### config.mk
export PLATFORM = sky130hd
export DESIGN_NAME = gate_motor_controller
export DESIGN_NICKNAME = d
export VERILOG_FILES = /design/src/rtl/gmc_pkg.sv /design/src/rtl/gmc_step.sv /design/src/rtl/gate_motor_controller.sv
export SDC_FILE = /design/constraint.sdc
export NUM_CORES = 1
export LEC_CHECK = 0
export ABC_AREA = 0
export ABC_CLOCK_PERIOD_IN_PS = 10990
export BUFFER_PORTS_ARGS = -buffer_cell sky130_fd_sc_hd__buf_2
export CORE_MARGIN = 10
export CORE_UTILIZATION = 40
export CTS_BUF_LIST = sky130_fd_sc_hd__clkbuf_4 sky130_fd_sc_hd__clkbuf_8
export DETAILED_ROUTE_END_ITERATION = 10
export PLACE_DENSITY_LB_ADDON = 0.3
export SLEW_MARGIN = 20
export SYNTH_ARGS = -nofsm -noshare
export SYNTH_HDL_FRONTEND = slang
export SYNTH_SLANG_ARGS = --single-unit
### constraint.sdc
create_clock -name clk -period 10.99 [get_ports clk]
set_input_delay 2.198 -clock clk [delete_from_list [all_inputs] [get_ports clk]]
set_output_delay 2.198 -clock clk [all_outputs]
set_load 0.1 [all_outputs]
### src/rtl/gmc_pkg.sv
// ----------------------------------------------------------------------------
// gmc_pkg
// Shared types, codes and helpers for the gate motor controller.
// ----------------------------------------------------------------------------
package gmc_pkg;

	// elapsed-time counter width and configuration register width
	localparam int TIME_BITS = 24;
	localparam int CFG_BITS  = 24;
	localparam int CMP_BITS  = (TIME_BITS > CFG_BITS) ? TIME_BITS : CFG_BITS;

	// configuration reset values
	localparam logic [CFG_BITS-1:0] STOP_WAIT_RST  = CFG_BITS'(1000);
	localparam logic [CFG_BITS-1:0] RETRY_WAIT_RST = CFG_BITS'(1000);
	localparam logic [CFG_BITS-1:0] TIMEOUT_RST    = CFG_BITS'(60000);

	// configuration register indexes
	typedef enum logic [1:0] {
		REG_STOP_WAIT  = 2'd0,
		REG_RETRY_WAIT = 2'd1,
		REG_TIMEOUT    = 2'd2
	} reg_idx_t;

	// item modes
	typedef enum logic [2:0] {
		MODE_TICK   = 3'd0,
		MODE_OPEN   = 3'd1,
		MODE_CLOSE  = 3'd2,
		MODE_CANCEL = 3'd3,
		MODE_SET    = 3'd4
	} mode_t;

	// motor phases
	typedef enum logic [2:0] {
		PH_IDLE         = 3'd0,
		PH_OPEN_START   = 3'd1,
		PH_OPEN_MOVING  = 3'd2,
		PH_CLOSE_START  = 3'd3,
		PH_CLOSE_MOVING = 3'd4,
		PH_RETRY_WAIT   = 3'd5,
		PH_STOP_WAIT    = 3'd6
	} phase_t;

	// stop event codes
	typedef enum logic [2:0] {
		EV_NONE    = 3'd0,
		EV_REACHED = 3'd1,
		EV_LIMIT   = 3'd2,
		EV_TIMEOUT = 3'd3,
		EV_CANCEL  = 3'd4,
		EV_RETRY   = 3'd5
	} event_t;

	// one input beat
	typedef struct packed {
		logic [2:0]          mode;
		logic [CFG_BITS-1:0] run_ms;
		logic                switch_open;
		logic                switch_closed;
	} item_t;

	// configuration registers as seen by the step logic
	typedef struct packed {
		logic [CFG_BITS-1:0] stop_wait;
		logic [CFG_BITS-1:0] retry_wait;
		logic [CFG_BITS-1:0] timeout;
	} cfg_t;

	// controller state
	typedef struct packed {
		phase_t               phase;
		logic [TIME_BITS-1:0] since_start;
		logic [TIME_BITS-1:0] since_stop;
		logic [CFG_BITS-1:0]  run_limit;
		logic                 last_dir_close;
		logic                 relay_open;
		logic                 relay_close;
	} state_t;

	// one result beat
	typedef struct packed {
		logic   relay_open;
		logic   relay_close;
		phase_t phase;
		event_t stop_event;
		logic   rejected;
	} result_t;

	// saturating increment of an elapsed counter
	function automatic logic [TIME_BITS-1:0] sat_inc(input logic [TIME_BITS-1:0] v);
		return (&v) ? v : v + TIME_BITS'(1);
	endfunction

	// elapsed time strictly past a configured limit
	function automatic logic time_past(input logic [TIME_BITS-1:0] t,
		input logic [CFG_BITS-1:0] lim);
		return CMP_BITS'(t) > CMP_BITS'(lim);
	endfunction

endpackage

### src/rtl/gmc_step.sv
// ----------------------------------------------------------------------------
// gmc_step
// Next-state and result logic for one item of the gate motor controller.
// ----------------------------------------------------------------------------
module gmc_step import gmc_pkg::*; (
	input  state_t  st,
	input  item_t   item,
	input  cfg_t    cfg,
	output state_t  nxt,
	output result_t res
);

	logic [TIME_BITS-1:0] start_inc;
	logic [TIME_BITS-1:0] stop_inc;
	logic                 closing;
	logic                 moving;
	logic                 own_sw;
	logic                 opp_sw;
	event_t               ev;
	logic                 rej;

	assign start_inc = sat_inc(st.since_start);
	assign stop_inc  = sat_inc(st.since_stop);
	assign closing   = (st.phase == PH_CLOSE_START) || (st.phase == PH_CLOSE_MOVING);
	assign moving    = (st.phase == PH_OPEN_MOVING) || (st.phase == PH_CLOSE_MOVING);
	assign own_sw    = closing ? item.switch_closed : item.switch_open;
	assign opp_sw    = closing ? item.switch_open : item.switch_closed;

	// mode dispatch and phase handling
	always_comb begin
		nxt = st;
		ev  = EV_NONE;
		rej = 1'b0;
		case (item.mode)
			MODE_TICK: begin
				nxt.since_start = start_inc;
				nxt.since_stop  = stop_inc;
				case (st.phase)
					PH_OPEN_START, PH_OPEN_MOVING, PH_CLOSE_START, PH_CLOSE_MOVING: begin
						if (time_past(start_inc, st.run_limit)) begin
							ev = EV_REACHED;
						end else if (time_past(start_inc, cfg.timeout)) begin
							ev = EV_TIMEOUT;
						end else if (own_sw) begin
							ev = EV_LIMIT;
						end else if (moving && opp_sw) begin
							ev = EV_RETRY;
						end else if (!moving && !opp_sw) begin
							nxt.phase = closing ? PH_CLOSE_MOVING : PH_OPEN_MOVING;
						end
						// any stop drops both relays and restarts the stop timer
						if (ev != EV_NONE) begin
							nxt.since_stop  = '0;
							nxt.relay_open  = 1'b0;
							nxt.relay_close = 1'b0;
							nxt.phase       = (ev == EV_RETRY) ? PH_RETRY_WAIT : PH_STOP_WAIT;
						end
					end
					PH_RETRY_WAIT: begin
						if (time_past(stop_inc, cfg.retry_wait)) begin
							nxt.since_start = '0;
							nxt.relay_open  = !st.last_dir_close;
							nxt.relay_close = st.last_dir_close;
							nxt.phase       = st.last_dir_close ? PH_CLOSE_START
							                                    : PH_OPEN_START;
						end
					end
					PH_STOP_WAIT: begin
						if (time_past(stop_inc, cfg.stop_wait)) begin
							nxt.phase = PH_IDLE;
						end
					end
					default: begin
					end
				endcase
			end
			MODE_OPEN, MODE_CLOSE: begin
				if (st.phase == PH_IDLE) begin
					nxt.since_start    = '0;
					nxt.run_limit      = item.run_ms;
					nxt.last_dir_close = (item.mode == MODE_CLOSE);
					nxt.relay_open     = (item.mode == MODE_OPEN);
					nxt.relay_close    = (item.mode == MODE_CLOSE);
					nxt.phase          = (item.mode == MODE_CLOSE) ? PH_CLOSE_START
					                                               : PH_OPEN_START;
				end else begin
					rej = 1'b1;
				end
			end
			MODE_CANCEL: begin
				ev              = EV_CANCEL;
				nxt.since_stop  = '0;
				nxt.relay_open  = 1'b0;
				nxt.relay_close = 1'b0;
				nxt.phase       = PH_STOP_WAIT;
			end
			MODE_SET: begin
				nxt.run_limit = item.run_ms;
			end
			default: begin
			end
		endcase
	end

	// result reflects the state after the item
	always_comb begin
		res.relay_open  = nxt.relay_open;
		res.relay_close = nxt.relay_close;
		res.phase       = nxt.phase;
		res.stop_event  = ev;
		res.rejected    = rej;
	end

endmodule

### src/rtl/gate_motor_controller.sv
// ----------------------------------------------------------------------------
// gate_motor_controller
// Open/close relay sequencing for a single gate motor with limit switches.
// ----------------------------------------------------------------------------
// One result beat comes out for every input beat, in order. A beat is taken
// into an input register and evaluated against the controller state in one
// pass. The result lands in the output register when the input register
// advances, held off while a stalled result sits there. The input register
// and the output register each free up as soon as the next stage takes their
// content, so a new beat can be accepted in every cycle while out_ready stays
// high. Configuration writes take effect at once and belong to idle periods
// between beats.
module gate_motor_controller import gmc_pkg::*; (
	input  logic                clk,
	input  logic                arst_n,
	// configuration write port
	input  logic                cfg_we,
	input  logic [1:0]          cfg_index,
	input  logic [CFG_BITS-1:0] cfg_data,
	// input channel
	input  logic                in_valid,
	output logic                in_ready,
	input  logic [2:0]          mode,
	input  logic [CFG_BITS-1:0] run_ms,
	input  logic                switch_open,
	input  logic                switch_closed,
	// result channel
	output logic                out_valid,
	input  logic                out_ready,
	output logic                relay_open,
	output logic                relay_close,
	output logic [2:0]          phase,
	output logic [2:0]          stop_event,
	output logic                rejected
);

	cfg_t    cfg_q;
	state_t  state_q;
	state_t  state_nxt;
	item_t   item_s1;
	logic    valid_s1;
	result_t res_s2;
	result_t res_nxt;
	logic    valid_s2;
	logic    adv_s1;
	logic    take_in;

	// handshake control
	assign adv_s1   = valid_s1 && (!valid_s2 || out_ready);
	assign in_ready = !valid_s1 || adv_s1;
	assign take_in  = in_valid && in_ready;

	// configuration registers
	always_ff @(posedge clk or negedge arst_n) begin
		if (!arst_n) begin
			cfg_q.stop_wait  <= STOP_WAIT_RST;
			cfg_q.retry_wait <= RETRY_WAIT_RST;
			cfg_q.timeout    <= TIMEOUT_RST;
		end else if (cfg_we) begin
			case (cfg_index)
				REG_STOP_WAIT:  cfg_q.stop_wait  <= cfg_data;
				REG_RETRY_WAIT: cfg_q.retry_wait <= cfg_data;
				REG_TIMEOUT:    cfg_q.timeout    <= cfg_data;
				default: begin
				end
			endcase
		end
	end

	// input register
	always_ff @(posedge clk or negedge arst_n) begin
		if (!arst_n) begin
			valid_s1 <= 1'b0;
		end else if (in_ready) begin
			valid_s1 <= in_valid;
		end
	end

	always_ff @(posedge clk) begin
		if (take_in) begin
			item_s1.mode          <= mode;
			item_s1.run_ms        <= run_ms;
			item_s1.switch_open   <= switch_open;
			item_s1.switch_closed <= switch_closed;
		end
	end

	// single-pass evaluation
	gmc_step u_step (
		.st   (state_q),
		.item (item_s1),
		.cfg  (cfg_q),
		.nxt  (state_nxt),
		.res  (res_nxt)
	);

	// controller state
	always_ff @(posedge clk or negedge arst_n) begin
		if (!arst_n) begin
			state_q.phase          <= PH_IDLE;
			state_q.since_start    <= '0;
			state_q.since_stop     <= '0;
			state_q.run_limit      <= '0;
			state_q.last_dir_close <= 1'b0;
			state_q.relay_open     <= 1'b0;
			state_q.relay_close    <= 1'b0;
		end else if (adv_s1) begin
			state_q <= state_nxt;
		end
	end

	// result register
	always_ff @(posedge clk or negedge arst_n) begin
		if (!arst_n) begin
			valid_s2 <= 1'b0;
		end else if (!valid_s2 || out_ready) begin
			valid_s2 <= valid_s1;
		end
	end

	always_ff @(posedge clk) begin
		if (adv_s1) begin
			res_s2 <= res_nxt;
		end
	end

	assign out_valid   = valid_s2;
	assign relay_open  = res_s2.relay_open;
	assign relay_close = res_s2.relay_close;
	assign phase       = res_s2.phase;
	assign stop_event  = res_s2.stop_event;
	assign rejected    = res_s2.rejected;

endmodule

==> results.md <==
- Outcome: finished, final reports clean
- CP Class: reg -> reg
- Quantity of gates resized following cts: 0
- Cell leakage power: 0.00557 uW
- Setup TNS Final: 0 ps
- Top_reg_cell synth: dfrtp_1
- Pre-antenna DRT Iters: 5
- Antenna violations before repair: 2
- NetSw: 699 uW
- Worst Hold Depth: 2
- Clock root cell: clkbuf_8
- Die ar.: 34,500 sq um
- Pin count of the biggest net entering global routing: 83
- Core area: 27,000 sq um
- Critical Path RT: 11,330 ps
- Clock Sinks: 190
- Vias in the first global route: 8,245
- Clk_lat worst skew: 480 ps
- Num rows: 60
- P&R area growth vs syn: 9.75%
- Final core utilization: 0.447
- Rel. slew slack: 0.320
- Final WL: 26,300 um
- Power Internal: 1250 uW
- Flop and latch count out of synthesis: 190
- IO Pins: 71
- Setup Buffers After CTS: 0
- Storage element area: 4970 sq um
- H-tree levels: 4
- Max FO, Critical Path: 6
- Critical Path Slowest Stage Cell: a311oi_1
- Crit start category: flip-flop
- Max Slew Vio Count: 0
- Part of the cycle the worst path needs: 0.549
- GPL Wtd Cong: 0.913
- CTS Buffer Depth: 2
- Post-route minimum period: 6030 ps
- N_diodes: 0
- Initial Utilization: 0.407
- CP arrival: 6370 ps
- Syn avg cell area: 9.72 sq um
- Cells after Synth: 1,131
- CTS tree: done
- Final setup violation count: 0
- WHS: 489 ps
- Mapped Nets: 1,289
- Pre-CTS WS: 5090 ps
- Max IR drop VDD: 67.1 uV
- Logic pwr share: 0.289
- Drt initial violations: 634
- Most common cell on crit path: and3_1
- Worst setup margin: 4960 ps
- Final Hold Viols: 0
- CTS Buf Count: 17
- Power Density: 162 nW/um^2
- Post-DP HPWL: 19,700 um
- Asr flop ratio synth: 0.800
- CTS clk-pin slew, worst paths: 100 ps
- Post-synth cell types: 60
- Register share of total power: 0.474
- All-Layer GR Usage: 0.157
- # hold bufs at CTS: 0
- Switching share of power: 0.358
- Clk network pwr share: 0.237
- Grt ovf: 0
- Drt wl/cell: 17.1 um
- Layout Nets: 1,345
- # fillers: 2,625
- Post-synth EDFFs: 38
- Die Y: 186 um
- Die W: 186 um
- Area of the multi-input gates: 5470 sq um
- Layout cell share with drive strength beyond 1: 0.158
- RSZ-0062 raised after global routing: no
- Tightest Pin Transition: 1020 ps
- CP Capture Type: flip-flop
- Synth warn: 0
- CP peak stage delay: 670 ps
- Max-Cap Viols: 0
- Synth Cell Area: 11,000 sq um
- Worst Reg2Reg Path Length in Cells: 17
- IO buf count: 70
- Vias: 8,333
- Hold crit path type: reg -> reg
- Post-DRT Antenna Nets: 0
- Crit path cell chain: and4_1 > and4_1 > a311oi_1 > and3_1 > and3_1 > and3_1 > xor2_1 > ha_1 > nand4_1 > or4_1 > or4_1 > or3_1 > o21ai_2 > and2_0 > a21oi_1 > nor3_1 > o32a_1
- Final clock skew: 20.5 ps
- Remaining routing DRC violations: 0
- First-pass GRT wire length: 43,400 um
- Max frequency: 166 MHz
- Seq/Total Area, Yosys: 0.452
- Via/cell ratio: 5.41
-- cells by family (layout without fill, tap and decap cells) --
kind of cell	count (synthesis)	after routing	share of synthesized area
AND/OR/NAND/NOR	346	346	0.153
AO/OA/AOI/OAI	253	253	0.143
flip-flops	190	190	0.452
buffers and inverters	148	217	0.0517
adder cells (fa/ha/maj)	98	98	0.112
multiplexers	53	53	0.0540
XOR/XNOR	43	43	0.0342
-- routing by layer --
metal  global-route usage  vias to the layer above  wire (um)
met1                0.208                     4024      12300
met5                    0                        -         27
met4               0.0387                        4        311
li1                     -                     4108          -
met3               0.0335                       26       1310
met2                0.255                      171      12400
-- placed cells by master, fill, tap and decap left out, types with 4 or more instances in the layout --
cell | Yosys | routed
buf_2 | 4 | 69
o21ai_0 | 104 | 103
nand3b_1 | 5 | 5
edfxtp_1 | 38 | 38
o31ai_1 | 9 | 9
nand3_1 | 28 | 28
or3_1 | 7 | 7
xor2_1 | 16 | 16
nor3_1 | 17 | 17
and2_1 | 12 | 12
dfstp_2 | 19 | 19
nor3b_1 | 5 | 4
clkbuf_8 | 0 | 18
mux2_2 | 51 | 51
a31oi_1 | 6 | 6
a21o_1 | 8 | 8
nand2_1 | 134 | 134
and4_1 | 6 | 6
nor2b_1 | 11 | 11
a211oi_1 | 5 | 5
a22o_1 | 23 | 23
nand2b_1 | 8 | 8
o211ai_1 | 6 | 6
ha_1 | 98 | 98
o21a_1 | 7 | 7
clkinvlp_4 | 0 | 4
nor4_1 | 7 | 7
xnor2_1 | 27 | 27
nand4_1 | 31 | 31
o22ai_1 | 4 | 4
inv_1 | 107 | 107
dfrtp_1 | 133 | 133
and3_1 | 13 | 13
a21oi_1 | 52 | 52
nor2_1 | 53 | 52
buf_4 | 0 | 8
-- power by group through the flow --
stage	sequential, uW	clock (uW)	combinational [uW]
final	924	463	564
after global routing	940	501	643
after CTS	925	476	567
after detailed placement	939	0	562
after global placement	934	0	547
after floorplan	941	0	398
-- worst max-delay path, delay by kind of cell (launching register included) --
family | cells | cell delay (ps)
simple gates | 11 | 3700
compound gates | 4 | 1220
flops | 1 | 460
xor+xnor | 1 | 290
fa+ha+maj | 1 | 210
-- cell usage after synthesis, types with 8 or more instances --
cell / number / area share
a21o_1: 8 / 0.0055
a21oi_1: 52 / 0.024
a22o_1: 23 / 0.018
and2_1: 12 / 0.0068
and3_1: 13 / 0.0074
clkbuf_1: 36 / 0.012
dfrtp_1: 133 / 0.30
dfstp_2: 19 / 0.045
edfxtp_1: 38 / 0.10
ha_1: 98 / 0.11
inv_1: 107 / 0.037
mux2_2: 51 / 0.052
nand2_1: 134 / 0.046
nand2b_1: 8 / 0.0046
nand3_1: 28 / 0.013
nand4_1: 31 / 0.018
nor2_1: 53 / 0.018
nor2b_1: 11 / 0.0063
nor3_1: 17 / 0.0077
o21ai_0: 104 / 0.047
o31ai_1: 9 / 0.0061
xnor2_1: 27 / 0.022
xor2_1: 16 / 0.013
-- area by class of cell --
cell class,count,share of cell area
clock buffer,19,0.0211
clock inverter,13,0.0107
inverter,107,0.0333
multi-input combinational,793,0.453
sequential,190,0.412
tap,341,0.0354
timing repair buffer,78,0.0345
-- worst paths after layout --
kind / from / endpoint / slack [ps]
worst min-delay path: state_q[6]$_DFFE_PN0P_ / state_q[6]$_DFFE_PN0P_ / 490
worst max register to register: state_q[62]$_DFFE_PN0P_ / phase[0]$_DFFE_PP_ / 4960
worst max-delay path: state_q[62]$_DFFE_PN0P_ / phase[0]$_DFFE_PP_ / 4960
min in group asynchronous: arst_n / cfg_q[65]$_DFFE_PN0P_ / 1770
max in group asynchronous: arst_n / state_q[69]$_DFFE_PN0P_ / 7740
worst min register to register: state_q[6]$_DFFE_PN0P_ / state_q[6]$_DFFE_PN0P_ / 490
-- metrics by stage --
step           total power, uW  instance area (sq um)  cells
6_report                  1950                  12100   1541
5_1_grt                   2080                  12100   1541
4_1_cts                   1970                  12100   1541
3_5_place_dp              1500                  11700   1509
3_3_place_gp              1480                  11700   1509
2_1_floorplan             1340                  11000   1131
-- sequential cells by signal, summed over array words and instances, names as in the netlist --
name / flops
state_q: 78
cfg_q: 72
item_s1: 29
phase: 3
stop_event: 3
out_valid: 1
rejected: 1
relay_close: 1
relay_open: 1
valid_s1: 1
(Power assumes the default switching activity.)
